## config.mk

```make
export PLATFORM = sky130hd
export DESIGN_NAME = over_voltage_fault_monitor_unit_flat
export DESIGN_NICKNAME = d
export VERILOG_FILES = /design/src/rtl/ovfm_pkg.sv /design/src/rtl/ovfm_if.sv /design/src/rtl/ovfm_csr.sv /design/src/rtl/ovfm_core.sv /design/src/rtl/over_voltage_fault_monitor_unit.sv /design/src/flat_wrapper.sv
export SDC_FILE = /design/constraint.sdc
export NUM_CORES = 1
export LEC_CHECK = 0
export BUFFER_PORTS_ARGS = -buffer_cell sky130_fd_sc_hd__buf_2
export CAP_MARGIN = 20
export CORE_MARGIN = 3
export CORE_UTILIZATION = 40
export CTS_CLUSTER_DIAMETER = 100
export DETAILED_ROUTE_END_ITERATION = 16
export PLACE_DENSITY = 0.64
export SYNTH_ARGS = -nofsm -noshare
export SYNTH_HDL_FRONTEND = slang
export SYNTH_SLANG_ARGS = --single-unit
```

## constraint.sdc

```tcl
create_clock -name clock -period 2.85 [get_ports clock]
set_input_delay 0 -clock clock [delete_from_list [all_inputs] [get_ports clock]]
set_output_delay 0 -clock clock [all_outputs]
set_load 0.01 [all_outputs]
```

## src/rtl/ovfm_pkg.sv

```systemverilog
// ----------------------------------------------------------------------------
// ovfm_pkg
// Shared codes and types of the over-voltage fault monitor: event kinds,
// register indexes, fault kinds and the status word passed between stages.
// ----------------------------------------------------------------------------
`default_nettype none

package ovfm_pkg;

   // event kinds carried in the func field
   localparam int unsigned FUNC_BITS = 3;
   localparam logic [FUNC_BITS-1:0] EV_SAMPLE = 3'd0;
   localparam logic [FUNC_BITS-1:0] EV_TICK   = 3'd1;
   localparam logic [FUNC_BITS-1:0] EV_START  = 3'd2;
   localparam logic [FUNC_BITS-1:0] EV_STOP   = 3'd3;
   localparam logic [FUNC_BITS-1:0] EV_RESET  = 3'd4;

   // configuration register indexes
   localparam int unsigned CSR_INDEX_BITS = 2;
   localparam logic [CSR_INDEX_BITS-1:0] CSR_INSTANT_TRIP_LEVEL = 2'd0;
   localparam logic [CSR_INDEX_BITS-1:0] CSR_DELAYED_TRIP_LEVEL = 2'd1;
   localparam logic [CSR_INDEX_BITS-1:0] CSR_LIMITS_VALID       = 2'd2;
   localparam logic [CSR_INDEX_BITS-1:0] CSR_ERROR_DELAY_TICKS  = 2'd3;

   // fault kinds
   localparam logic FAULT_EMERGENCY = 1'b0;
   localparam logic FAULT_ERROR     = 1'b1;

   // per-event status flags that go with each result word
   typedef struct packed {
      logic fault_raised;
      logic fault_kind;
      logic is_running;
      logic is_latched;
      logic is_armed;
   } status_type;

endpackage

`default_nettype wire

```

## src/rtl/ovfm_if.sv

```systemverilog
// ----------------------------------------------------------------------------
// ovfm_req_if / ovfm_rsp_if
// Valid/ready channels of the over-voltage fault monitor: event words in,
// status words out.
// ----------------------------------------------------------------------------
`default_nettype none

interface ovfm_req_if #(
   parameter int unsigned VOLT_BITS = 17
);
   logic                                valid;
   logic                                ready;
   logic [ovfm_pkg::FUNC_BITS-1:0]      func;
   logic [VOLT_BITS-1:0]                voltage;

   modport source (output valid, output func, output voltage, input ready);
   modport sink   (input valid, input func, input voltage, output ready);
endinterface

interface ovfm_rsp_if #(
   parameter int unsigned VOLT_BITS = 17
);
   logic                 valid;
   logic                 ready;
   logic                 fault_raised;
   logic                 fault_kind;
   logic [VOLT_BITS-1:0] fault_voltage;
   logic                 is_running;
   logic                 is_latched;
   logic                 is_armed;

   modport source (
      output valid, output fault_raised, output fault_kind, output fault_voltage,
      output is_running, output is_latched, output is_armed, input ready
   );
   modport sink (
      input valid, input fault_raised, input fault_kind, input fault_voltage,
      input is_running, input is_latched, input is_armed, output ready
   );
endinterface

`default_nettype wire

```

## src/rtl/ovfm_csr.sv

```systemverilog
// ----------------------------------------------------------------------------
// ovfm_csr
// Configuration registers: trip levels, limits-valid flag and error delay.
// ----------------------------------------------------------------------------
`default_nettype none

module ovfm_csr #(
   parameter int unsigned VOLT_BITS  = 17,
   parameter int unsigned DELAY_BITS = 16,
   parameter int unsigned DATA_BITS  = 17
) (
   input  wire logic                                clock,
   input  wire logic                                reset,
   input  wire logic                                csr_we,
   input  wire logic [ovfm_pkg::CSR_INDEX_BITS-1:0] csr_index,
   input  wire logic [DATA_BITS-1:0]                csr_wdata,
   output logic [VOLT_BITS-1:0]                     instant_trip_level,
   output logic [VOLT_BITS-1:0]                     delayed_trip_level,
   output logic                                     limits_valid,
   output logic [DELAY_BITS-1:0]                    error_delay_ticks
);

   logic [VOLT_BITS-1:0]  instant_trip_level_ff;
   logic [VOLT_BITS-1:0]  delayed_trip_level_ff;
   logic                  limits_valid_ff;
   logic [DELAY_BITS-1:0] error_delay_ff;

   // register writes, decoded by index
   always_ff @(posedge clock) begin
      if (reset) begin
         instant_trip_level_ff <= {VOLT_BITS{1'b1}};
         delayed_trip_level_ff <= {VOLT_BITS{1'b1}};
         limits_valid_ff       <= 1'b0;
         error_delay_ff        <= '0;
      end else if (csr_we) begin
         unique case (csr_index)
            ovfm_pkg::CSR_INSTANT_TRIP_LEVEL: instant_trip_level_ff <= csr_wdata[VOLT_BITS-1:0];
            ovfm_pkg::CSR_DELAYED_TRIP_LEVEL: delayed_trip_level_ff <= csr_wdata[VOLT_BITS-1:0];
            ovfm_pkg::CSR_LIMITS_VALID:       limits_valid_ff       <= csr_wdata[0];
            ovfm_pkg::CSR_ERROR_DELAY_TICKS:  error_delay_ff        <= csr_wdata[DELAY_BITS-1:0];
            default: ;
         endcase
      end
   end

   assign instant_trip_level = instant_trip_level_ff;
   assign delayed_trip_level = delayed_trip_level_ff;
   assign limits_valid       = limits_valid_ff;
   assign error_delay_ticks  = error_delay_ff;

endmodule

`default_nettype wire

```

## src/rtl/ovfm_core.sv

```systemverilog
// ----------------------------------------------------------------------------
// ovfm_core
// Monitor state and the per-event decision: trip compares, delay counter,
// peak tracking and fault latch. State commits when fire is high.
// ----------------------------------------------------------------------------
`default_nettype none

module ovfm_core #(
   parameter int unsigned VOLT_BITS  = 17,
   parameter int unsigned DELAY_BITS = 16
) (
   input  wire logic                           clock,
   input  wire logic                           reset,
   input  wire logic                           fire,
   input  wire logic [ovfm_pkg::FUNC_BITS-1:0] func,
   input  wire logic [VOLT_BITS-1:0]           voltage,
   input  wire logic [VOLT_BITS-1:0]           instant_trip_level,
   input  wire logic [VOLT_BITS-1:0]           delayed_trip_level,
   input  wire logic                           limits_valid,
   input  wire logic [DELAY_BITS-1:0]          error_delay_ticks,
   output ovfm_pkg::status_type                status,
   output logic [VOLT_BITS-1:0]                fault_voltage
);

   logic                  running_ff, running_in;
   logic                  latched_ff, latched_in;
   logic                  armed_ff, armed_in;
   logic [VOLT_BITS-1:0]  peak_ff, peak_in;
   logic [DELAY_BITS-1:0] ticks_ff, ticks_in;

   logic                  trip;
   logic                  trip_kind;
   logic [VOLT_BITS-1:0]  trip_volt;
   logic                  sampling;

   assign sampling = running_ff && !latched_ff && limits_valid;

   // next state for the event at hand
   always_comb begin
      running_in = running_ff;
      latched_in = latched_ff;
      armed_in   = armed_ff;
      peak_in    = peak_ff;
      ticks_in   = ticks_ff;
      trip       = 1'b0;
      trip_kind  = ovfm_pkg::FAULT_EMERGENCY;
      trip_volt  = '0;
      case (func)
         ovfm_pkg::EV_SAMPLE: begin
            if (sampling) begin
               if (voltage >= instant_trip_level) begin
                  trip      = 1'b1;
                  trip_kind = ovfm_pkg::FAULT_EMERGENCY;
                  trip_volt = voltage;
               end else if (voltage >= delayed_trip_level) begin
                  if (error_delay_ticks == '0) begin
                     trip      = 1'b1;
                     trip_kind = ovfm_pkg::FAULT_ERROR;
                     trip_volt = voltage;
                  end else if (armed_ff) begin
                     if (voltage > peak_ff) begin
                        peak_in = voltage;
                     end
                  end else begin
                     armed_in = 1'b1;
                     peak_in  = voltage;
                     ticks_in = error_delay_ticks;
                  end
               end else begin
                  armed_in = 1'b0;
               end
            end
         end
         ovfm_pkg::EV_TICK: begin
            if (armed_ff) begin
               if (ticks_ff <= DELAY_BITS'(1)) begin
                  ticks_in  = '0;
                  trip      = 1'b1;
                  trip_kind = ovfm_pkg::FAULT_ERROR;
                  trip_volt = peak_ff;
               end else begin
                  ticks_in = ticks_ff - DELAY_BITS'(1);
               end
            end
         end
         ovfm_pkg::EV_START: begin
            latched_in = 1'b0;
            armed_in   = 1'b0;
            running_in = 1'b1;
         end
         ovfm_pkg::EV_STOP: begin
            running_in = 1'b0;
            armed_in   = 1'b0;
         end
         ovfm_pkg::EV_RESET: begin
            latched_in = 1'b0;
            armed_in   = 1'b0;
         end
         default: ;
      endcase
      // any fault latches and stops monitoring
      if (trip) begin
         latched_in = 1'b1;
         running_in = 1'b0;
         armed_in   = 1'b0;
      end
   end

   // control state
   always_ff @(posedge clock) begin
      if (reset) begin
         running_ff <= 1'b0;
         latched_ff <= 1'b0;
         armed_ff   <= 1'b0;
         peak_ff    <= '0;
         ticks_ff   <= '0;
      end else if (fire) begin
         running_ff <= running_in;
         latched_ff <= latched_in;
         armed_ff   <= armed_in;
         peak_ff    <= peak_in;
         ticks_ff   <= ticks_in;
      end
   end

   // result for this event
   always_comb begin
      status.fault_raised = trip;
      status.fault_kind   = trip_kind;
      status.is_running   = running_in;
      status.is_latched   = latched_in;
      status.is_armed     = armed_in;
   end
   assign fault_voltage = trip_volt;

   // the counter is only ever armed while monitoring runs
   a_armed_running: assert property (@(posedge clock) disable iff (reset)
      armed_ff |-> (running_ff && !latched_ff))
      else $error("delay counter armed while monitor not running");

   // running and latched exclude each other
   a_run_latch: assert property (@(posedge clock) disable iff (reset)
      !(running_ff && latched_ff))
      else $error("monitor running with a fault latched");

   // a non-expiring tick counts down by one
   a_tick_count: assert property (@(posedge clock) disable iff (reset)
      (fire && func == ovfm_pkg::EV_TICK && armed_ff && ticks_ff > DELAY_BITS'(1))
      |=> (armed_ff && ticks_ff == DELAY_BITS'($past(ticks_ff) - DELAY_BITS'(1))))
      else $error("delay counter did not decrement on tick");

   // a fault leaves the monitor latched and stopped
   a_fault_latch: assert property (@(posedge clock) disable iff (reset)
      (fire && trip) |=> (latched_ff && !running_ff && !armed_ff))
      else $error("fault did not latch");

endmodule

`default_nettype wire

```

## src/rtl/over_voltage_fault_monitor_unit.sv

```systemverilog
// ----------------------------------------------------------------------------
// over_voltage_fault_monitor_unit
// Two-level over-voltage trip with delayed error fault, valid/ready top level.
// ----------------------------------------------------------------------------
// Each event word (sample, tick, start, stop, reset) on req returns exactly one
// status word on rsp: it passes through the input register and then the
// output register, and is held there while rsp is stalled. One event is
// accepted every cycle while rsp is not stalled: the event is registered,
// evaluated against the monitor state by a single level of compares and the
// delay-counter decrement, and the result lands in an output register; the
// monitor state commits in the same cycle, so back-to-back events see each
// other's effect. Configuration writes on the csr port take effect on the
// next cycle and are meant to be made while no event is in flight.
// ----------------------------------------------------------------------------
`default_nettype none

module over_voltage_fault_monitor_unit #(
   parameter int unsigned VOLT_BITS  = 17,
   parameter int unsigned DELAY_BITS = 16
) (
   input  wire logic                                clock,
   input  wire logic                                reset,
   ovfm_req_if.sink                                 req,
   ovfm_rsp_if.source                               rsp,
   input  wire logic                                csr_we,
   input  wire logic [ovfm_pkg::CSR_INDEX_BITS-1:0] csr_index,
   input  wire logic [((VOLT_BITS > DELAY_BITS) ? VOLT_BITS : DELAY_BITS)-1:0] csr_wdata
);

   localparam int unsigned DATA_BITS = (VOLT_BITS > DELAY_BITS) ? VOLT_BITS : DELAY_BITS;

   logic [VOLT_BITS-1:0]  instant_trip_level;
   logic [VOLT_BITS-1:0]  delayed_trip_level;
   logic                  limits_valid;
   logic [DELAY_BITS-1:0] error_delay_ticks;

   // input register
   logic                           in_valid_ff;
   logic [ovfm_pkg::FUNC_BITS-1:0] in_func_ff;
   logic [VOLT_BITS-1:0]           in_voltage_ff;

   // output register
   logic                 out_valid_ff;
   ovfm_pkg::status_type out_status_ff;
   logic [VOLT_BITS-1:0] out_voltage_ff;

   ovfm_pkg::status_type status;
   logic [VOLT_BITS-1:0] fault_voltage;
   logic                 out_free;
   logic                 advance;
   logic                 req_take;

   // pipeline flow control
   assign out_free = !out_valid_ff || rsp.ready;
   assign advance  = in_valid_ff && out_free;
   assign req.ready = !in_valid_ff || advance;
   assign req_take  = req.valid && req.ready;

   ovfm_csr #(
      .VOLT_BITS (VOLT_BITS),
      .DELAY_BITS(DELAY_BITS),
      .DATA_BITS (DATA_BITS)
   ) u_csr (
      .clock             (clock),
      .reset             (reset),
      .csr_we            (csr_we),
      .csr_index         (csr_index),
      .csr_wdata         (csr_wdata),
      .instant_trip_level(instant_trip_level),
      .delayed_trip_level(delayed_trip_level),
      .limits_valid      (limits_valid),
      .error_delay_ticks (error_delay_ticks)
   );

   ovfm_core #(
      .VOLT_BITS (VOLT_BITS),
      .DELAY_BITS(DELAY_BITS)
   ) u_core (
      .clock             (clock),
      .reset             (reset),
      .fire              (advance),
      .func              (in_func_ff),
      .voltage           (in_voltage_ff),
      .instant_trip_level(instant_trip_level),
      .delayed_trip_level(delayed_trip_level),
      .limits_valid      (limits_valid),
      .error_delay_ticks (error_delay_ticks),
      .status            (status),
      .fault_voltage     (fault_voltage)
   );

   // input stage
   always_ff @(posedge clock) begin
      if (reset) begin
         in_valid_ff <= 1'b0;
      end else if (req.ready) begin
         in_valid_ff <= req.valid;
      end
   end

   always_ff @(posedge clock) begin
      if (req_take) begin
         in_func_ff    <= req.func;
         in_voltage_ff <= req.voltage;
      end
   end

   // output stage
   always_ff @(posedge clock) begin
      if (reset) begin
         out_valid_ff <= 1'b0;
      end else if (out_free) begin
         out_valid_ff <= in_valid_ff;
      end
   end

   always_ff @(posedge clock) begin
      if (advance) begin
         out_status_ff  <= status;
         out_voltage_ff <= fault_voltage;
      end
   end

   assign rsp.valid         = out_valid_ff;
   assign rsp.fault_raised  = out_status_ff.fault_raised;
   assign rsp.fault_kind    = out_status_ff.fault_kind;
   assign rsp.fault_voltage = out_voltage_ff;
   assign rsp.is_running    = out_status_ff.is_running;
   assign rsp.is_latched    = out_status_ff.is_latched;
   assign rsp.is_armed      = out_status_ff.is_armed;

   // a held input word is never overwritten by a new one
   a_no_overrun: assert property (@(posedge clock) disable iff (reset)
      (in_valid_ff && !out_free) |-> !req.ready)
      else $error("input register overwritten while stalled");

   // an evaluated word always reaches the output register
   a_advance_out: assert property (@(posedge clock) disable iff (reset)
      advance |=> out_valid_ff)
      else $error("evaluated word lost before output");

   // a stalled result holds its fault fields
   a_out_hold: assert property (@(posedge clock) disable iff (reset)
      (out_valid_ff && !rsp.ready) |=> ($stable(out_status_ff) && $stable(out_voltage_ff)))
      else $error("stalled result changed");

endmodule

`default_nettype wire
```

## src/flat_wrapper.sv

```systemverilog
// flat-port wrapper written by rule: the top's interface ports become plain ports
module over_voltage_fault_monitor_unit_flat 
#(
   parameter int unsigned VOLT_BITS  = 17,
   parameter int unsigned DELAY_BITS = 16
)
  (clock, reset, csr_we, csr_index, csr_wdata, req_valid, req_func, req_voltage, req_ready, rsp_valid, rsp_fault_raised, rsp_fault_kind, rsp_fault_voltage, rsp_is_running, rsp_is_latched, rsp_is_armed, rsp_ready);
  ovfm_req_if #(.VOLT_BITS(VOLT_BITS)) req_i ();
  ovfm_rsp_if #(.VOLT_BITS(VOLT_BITS)) rsp_i ();
  input  wire logic clock;
  input  wire logic reset;
  input  wire logic csr_we;
  input  wire logic [ovfm_pkg::CSR_INDEX_BITS-1:0] csr_index;
  input  wire logic [((VOLT_BITS > DELAY_BITS) ? VOLT_BITS : DELAY_BITS)-1:0] csr_wdata;
  input wire logic [$bits(req_i.valid)-1:0] req_valid;
  input wire logic [$bits(req_i.func)-1:0] req_func;
  input wire logic [$bits(req_i.voltage)-1:0] req_voltage;
  output wire logic [$bits(req_i.ready)-1:0] req_ready;
  output wire logic [$bits(rsp_i.valid)-1:0] rsp_valid;
  output wire logic [$bits(rsp_i.fault_raised)-1:0] rsp_fault_raised;
  output wire logic [$bits(rsp_i.fault_kind)-1:0] rsp_fault_kind;
  output wire logic [$bits(rsp_i.fault_voltage)-1:0] rsp_fault_voltage;
  output wire logic [$bits(rsp_i.is_running)-1:0] rsp_is_running;
  output wire logic [$bits(rsp_i.is_latched)-1:0] rsp_is_latched;
  output wire logic [$bits(rsp_i.is_armed)-1:0] rsp_is_armed;
  input wire logic [$bits(rsp_i.ready)-1:0] rsp_ready;
  assign req_i.valid = req_valid;
  assign req_i.func = req_func;
  assign req_i.voltage = req_voltage;
  assign req_ready = req_i.ready;
  assign rsp_valid = rsp_i.valid;
  assign rsp_fault_raised = rsp_i.fault_raised;
  assign rsp_fault_kind = rsp_i.fault_kind;
  assign rsp_fault_voltage = rsp_i.fault_voltage;
  assign rsp_is_running = rsp_i.is_running;
  assign rsp_is_latched = rsp_i.is_latched;
  assign rsp_is_armed = rsp_i.is_armed;
  assign rsp_i.ready = rsp_ready;
  over_voltage_fault_monitor_unit #(.VOLT_BITS(VOLT_BITS), .DELAY_BITS(DELAY_BITS)) u_core (.clock(clock), .reset(reset), .req(req_i), .rsp(rsp_i), .csr_we(csr_we), .csr_index(csr_index), .csr_wdata(csr_wdata));
endmodule
```

-- Word-level counts from Yosys, hierarchy flattened
Index checks and enable logic that the tools add are counted.
- bits in registers: 131
- output and inout port bits: 24
- word-level logic and storage cells: 98
- add/sub/neg operators: 1
- $lt $le $gt $ge: 4
- equal/unequal tests: 14
- muxes and demuxes: 37
- bitwise logic cells: 2
- reductions and logical operators: 21
- operator list (cell ; count):
    $mux 17 ; 8
    $mux 16 ; 7
    $ge 17x17->1 ; 2
    $pmux 17 s2 ; 1
    $pmux 16 s2 ; 1
    $gt 17x17->1 ; 1
    $le 16x1->1 const B ; 1
    $logic_not 16->1 ; 1
    $mux 1 ; 16
    $sub 16x1->16 const B ; 1
    $ne 2x2->1 const B ; 6
    $pmux 1 s2 ; 4
    $reduce_and 2->1 ; 4
    $reduce_and 8->1 ; 1
    $reduce_and 7->1 ; 1
    $eq 3x2->1 const B ; 2
    $eq 2x2->1 const B ; 2
    $logic_and 1x1->1 ; 4
    $eq 3x1->1 const B ; 1
    $eq 3x3->1 const B ; 1
    $logic_not 1->1 ; 3
    $logic_not 3->1 ; 1
    $reduce_or 3->1 ; 1
    $eq 2x1->1 const B ; 1
    other kinds (6) ; 8

-- Longest topological paths before layout
- depth after elaboration: 7
- mapped depth: 11

-- Modules after synthesis
A second synthesis with hierarchy kept.
- cells, all modules: 705
- area, all modules: 6956.7 µm²
- by module, submodules not included (module ; instances ; cells each ; area an instance (µm²) ; sequential area each (µm²)):
    ovfm_core ; 1 ; 448 ; 3498.4 ; 720.7
    ovfm_csr ; 1 ; 205 ; 2093.3 ; 1021.0
    over_voltage_fault_monitor_unit ; 1 ; 52 ; 1365.1 ; 1301.2

-- Worst setup path after synthesis
Ideal clock, no wire load.
- kind: reg-to-reg
- start point: register u_core.in_voltage_ff[15]
- end point: register u_core.u_core.peak_ff[0]
- setup time: 72 ps
- arrival time: 3016 ps
- required time: 2778 ps
- setup slack: -238 ps
- stages on the path, launching flop included: 11
- period minus slack after synthesis: 3088 ps
- cell sequence: edfxtp_1 ha_1 nand4_1 or4_1 a221o_1 and3_4 or4_4 nor4_2 buf_6 buf_12 mux2i_1
- cells in the longest elaborated chain, start to end: 3
- elaborated cells between the ends (all ways): 6
- classes of those cells: 3 x order compare; 1 x eq/ne; 1 x bitwise; 1 x reduce/logical
- ends and longest elaborated chain (what ; line ; RTL):
    start: declaration ; over_voltage_fault_monitor_unit.sv:40 ; logic [VOLT_BITS-1:0] in_voltage_ff;
    start signal: assignment ; over_voltage_fault_monitor_unit.sv:104 ; in_voltage_ff <= req.voltage;
    $gt 17x17->1 or $ge 17x17->1 (tied branches) ; ovfm_core.sv:61, ovfm_core.sv:51 ;
    $ne 2x1->1 (no line) or $not 1->1 (tied branches) ; n/a ;
    $reduce_and 7->1 (no line) (*) ; n/a ;
    end signal: assignment ; ovfm_core.sv:121 ; peak_ff <= peak_in;
    end: declaration ; ovfm_core.sv:28 ; logic [VOLT_BITS-1:0] peak_ff, peak_in;
Every way passes the cells marked *; elsewhere a longest branch is shown, timed or not.
A chain may end at the register's enable or synchronous reset.

-- Worst setup path in the final report
- start point: register u_core.in_voltage_ff[12]
- end point: register u_core.u_core.peak_ff[14]
The elaborated chain is that of the path after synthesis.

==> results.md <==
- Cell Pwr Density: 569 mW/mm²
- Detailed-route DRC error count: 0
- Share of the clock period used by the worst path after layout: 1.09
- ANT cells: 0
- Final hold violations: 0
- Area inside the core boundary: roughly 0.016 mm²
- TritonCTS clock tree: built
- Finish-stage setup viols: 33
- Portion of the post-synthesis area used by sequential elements: 0.469
- Xor-xnor portion of the synthesized cell area: 0.00809
- Type of the worst min-delay path: in2reg
- Cell type with the largest total area after synthesis: sky130_fd_sc_hd__dfxtp_1
- Compound-Gate Fraction of Synth Area: 0.167
- Insertion delay to the later sink of the worst-skew pair: 0.43 ns
- Final worst setup slack: -0.244 ns
- Detail-routed net length per standard cell: 17.4 µm
- Clock root cell: sky130_fd_sc_hd__clkbuf_16
- Most common cell after layout, fill and taps aside: sky130_fd_sc_hd__nand2_1
- Fin crit period: 3.09 ns
- TritonCTS Buffers: 17
- Synth Area per Inst: roughly 9.3 µm²
- Part of the total power dissipated in combinational logic: 0.089
- Total length of routed met3 wires: between 800 and 900 µm
- Setup repair after global routing missed its margin: yes
- Proportion of netlist area held by the largest area contributor: 0.274
- Iteration-0 DRC count of the detailed router: 358
- Area of the multi-input gates: ~0.0033 mm²
- Met2 wire length: 9.62 mm
- Main combinational cell family by area after synthesis: simple AND/OR/NAND/NOR gates
- Effective utilization at floorplan: 0.418
- Number of global-route vias before repair: roughly 5700
- Fraction of layout instances using a drive strength above 1: 0.221
- Worst Path Required: approximately 3.2 ns
- Share of power burned in the clock network: 0.507
- Maximum VDD drop: 0.406 mV
- Placed Cells: 976
- Max layer used: met5
- Dominant synthesized flop cell: sky130_fd_sc_hd__dfxtp_1
- Via count: 5710
- Wire length of the first global-routing pass: 28.6 mm
- Outcome: complete, but fails checks
- Clk sink count: ~130
- Overall power: around 0.005 W
- Post-Synth Simple-Gate Area: 0.168
- Sequential group share of total power: 0.404
- CP Data Arrival Time: between 3 and 4 ns
- Worst Path Class, Setup: reg2reg
- Syn. warnings: 0
- Final estimated routing congestion in global placement: 0.869
- Number of instances in the synthesized netlist: around 700
- Clock slew at reported path FFs: 0.06 ns
- Sequential cell area: roughly 0.0030 mm²
- Flip-flop and latch count after synthesis: about 130
- I/O pin cnt: 68
- HPWL after detailed placement: around 12 mm
- Violated checks: setup timing
- Multiplexer area fraction after synthesis: 0.0293
- Cell Count, Final, Fillers Out: about 1100
- Detailed-routing wirelength on met1: around 7.8 mm
- Number of routed nets with antenna violations: 0
- Initial antenna violation count: 1
- Full die area: approximately 0.018 mm²
- Crit Path Max Fanout: 4
- Buffer depth of the longest clock path: 2
- Actual transition at the worst max-transition pin: a little over 0.9 ns
- Synthesis-to-layout area growth: 35.9%
- Critical Path End Type: register
- Switch Pwr: about 0.0011 W
- Largest net degree at the start of global routing: 40
- Ranking of synthesized cells by area: sky130_fd_sc_hd__dfxtp_1, sky130_fd_sc_hd__edfxtp_1, sky130_fd_sc_hd__ha_1
- Die height: between 100 and 150 µm
- Count of distinct cell types in the synthesized netlist: 54
- Number of H-tree levels: 4
- Normalized max-slew margin: 0.379
- Synthesized-area fraction occupied by adder cells: 0.102
- Number of nets in the layout: 940
- Global-route congestion overflow total: 0
- GR Util All Layers: 0.202
- Post-Route Hold Slack: around 0.030 ns
- Sort of element at the start of the critical path: register
- Filler instances: roughly 1300
- EDFF count, synth: between 40 and 50
- Proportion of total power due to net switching: 0.221
- Lkg Pwr: between 3 and 4 nW
- Skew final: 0.0114 ns
- Final Slew Violations: 0
- Synthesized area: around 0.0065 mm²
- Most frequent cells in the layout: sky130_fd_sc_hd__nand2_1, sky130_fd_sc_hd__dfxtp_1, sky130_fd_sc_hd__buf_2
- # port buffers: 67
- Internal power of the cells: between 0.003 and 0.004 W
- Highest clock rate: around 0.32 GHz
- First-pass DRT Iterations: 4
- Total nets after synthesis: between 700 and 800
- Routed via count divided by cell count: ~5.4
- Cell row count: 45
- Max Cap Violations: 0
- Routed wire length: approximately 19 mm
- Setup slack at placement: -0.144 ns
- Total negative slack for setup checks: -5.01 ns
- Die width: around 130 µm
- Async set or reset register ratio after synthesis: 0
-- timing repair --
item / in CTS / in global routing
hold buffers: 42 / 0
pin swaps: 1 / 21
endpoints found under the setup margin: 30 / 53
buffers inserted: 3 / 7
resized for setup: 3 / 44
hold endpoints to repair: 73 / 0
gates cloned: 0 / 8
-- metal layers --
layer | GRT usage | up-vias
li1 | - | 2788
met1 | 0.241 | 2717
met2 | 0.356 | 165
met3 | 0.0487 | 38
met4 | 0.0731 | 2
met5 | 0 | -
-- through the flow --
step	util	instance area [µm²]
2_1_floorplan	-	6530
3_3_place_gp	0.469	7290
4_1_cts	0.542	8430
6_report	0.568	8820
5_1_grt	0.568	8820
3_5_place_dp	0.469	7290
-- synthesized netlist by cell type (4+ instances only) --
library cell and instances:
sky130_fd_sc_hd__nand2_1 125, sky130_fd_sc_hd__dfxtp_1 89, sky130_fd_sc_hd__inv_1 56, sky130_fd_sc_hd__ha_1 53, sky130_fd_sc_hd__a21oi_1 49, sky130_fd_sc_hd__edfxtp_1 42
sky130_fd_sc_hd__nor2_1 35, sky130_fd_sc_hd__o211ai_1 34, sky130_fd_sc_hd__clkbuf_1 28, sky130_fd_sc_hd__nor3_1 21, sky130_fd_sc_hd__mux2i_1 19, sky130_fd_sc_hd__a22o_1 17
sky130_fd_sc_hd__o21ai_0 16, sky130_fd_sc_hd__a21o_1 10, sky130_fd_sc_hd__nand4_1 8, sky130_fd_sc_hd__nor4_1 8, sky130_fd_sc_hd__a211oi_1 6, sky130_fd_sc_hd__a221oi_1 6
sky130_fd_sc_hd__and4_1 6, sky130_fd_sc_hd__nand3_1 6, sky130_fd_sc_hd__a32o_1 4, sky130_fd_sc_hd__and2_1 4, sky130_fd_sc_hd__nand2b_1 4, sky130_fd_sc_hd__nor2b_1 4
sky130_fd_sc_hd__o31ai_1 4
-- state kept, by name, summed over array words and instances, names as in the netlist, 3 cells and up --
register	cells
u_core.in_func_ff	3
u_core.in_voltage_ff	17
u_core.rsp.fault_voltage	17
u_core.u_core.peak_ff	17
u_core.u_core.ticks_ff	16
u_core.u_csr.delayed_trip_level	17
u_core.u_csr.error_delay_ticks	16
u_core.u_csr.instant_trip_level	17
-- final timing paths --
path                                                        start                                end  slack, ns  depth (start not counted)
worst max-delay path                     u_core.in_voltage_ff[12]          u_core.u_core.peak_ff[14]      -0.24                         10
worst min-delay path                                 csr_index[0]          u_core.u_csr.limits_valid       0.03                          4
worst max register to register           u_core.in_voltage_ff[12]          u_core.u_core.peak_ff[14]      -0.24                         10
worst min register to register  u_core.u_csr.error_delay_ticks[6]  u_core.u_csr.error_delay_ticks[6]       0.47                          2
-- logic make-up after synthesis --
logic type | count (synthesis)
buffers and inverters | 92
flip-flops | 131
AO/OA/AOI/OAI | 159
adder cells (fa/ha/maj) | 53
XOR/XNOR | 6
AND/OR/NAND/NOR | 237
multiplexers | 19
-- cell type report --
type	instances	area share
inverter	57	0.0243
sequential	131	0.345
clock inverter	15	0.0296
multi-input combinational	475	0.374
timing repair buffer	161	0.149
clock buffer	17	0.0482
tap	211	0.0299
-- power by group through the flow --
| stage | clock network (W) | registers [W] | logic [W] |
|---|---|---|---|
| 6_report | 0.00254 | 0.00203 | 0.000447 |
| 5_1_grt | 0.00266 | 0.00203 | 0.000497 |
| 4_1_cts | 0.00257 | 0.00203 | 0.000428 |
| 3_5_place_dp | 0 | 0.00206 | 0.000378 |
| 3_3_place_gp | 0 | 0.00206 | 0.000364 |
| 2_1_floorplan | 0 | 0.00207 | 0.000204 |
-- worst max-delay path, cell delays in order, from the launching register on --
cell                        delay (ns)
sky130_fd_sc_hd__edfxtp_1         0.44
sky130_fd_sc_hd__ha_4             0.30
sky130_fd_sc_hd__nand4_1          0.13
sky130_fd_sc_hd__or4_1            0.53
sky130_fd_sc_hd__a221o_1          0.31
sky130_fd_sc_hd__and3_4           0.17
sky130_fd_sc_hd__or4_4            0.44
sky130_fd_sc_hd__nor4_4           0.16
sky130_fd_sc_hd__buf_6            0.17
sky130_fd_sc_hd__clkbuf_16        0.15
sky130_fd_sc_hd__mux2i_1          0.22
No activity file was read; power rests on OpenSTA's default activity.
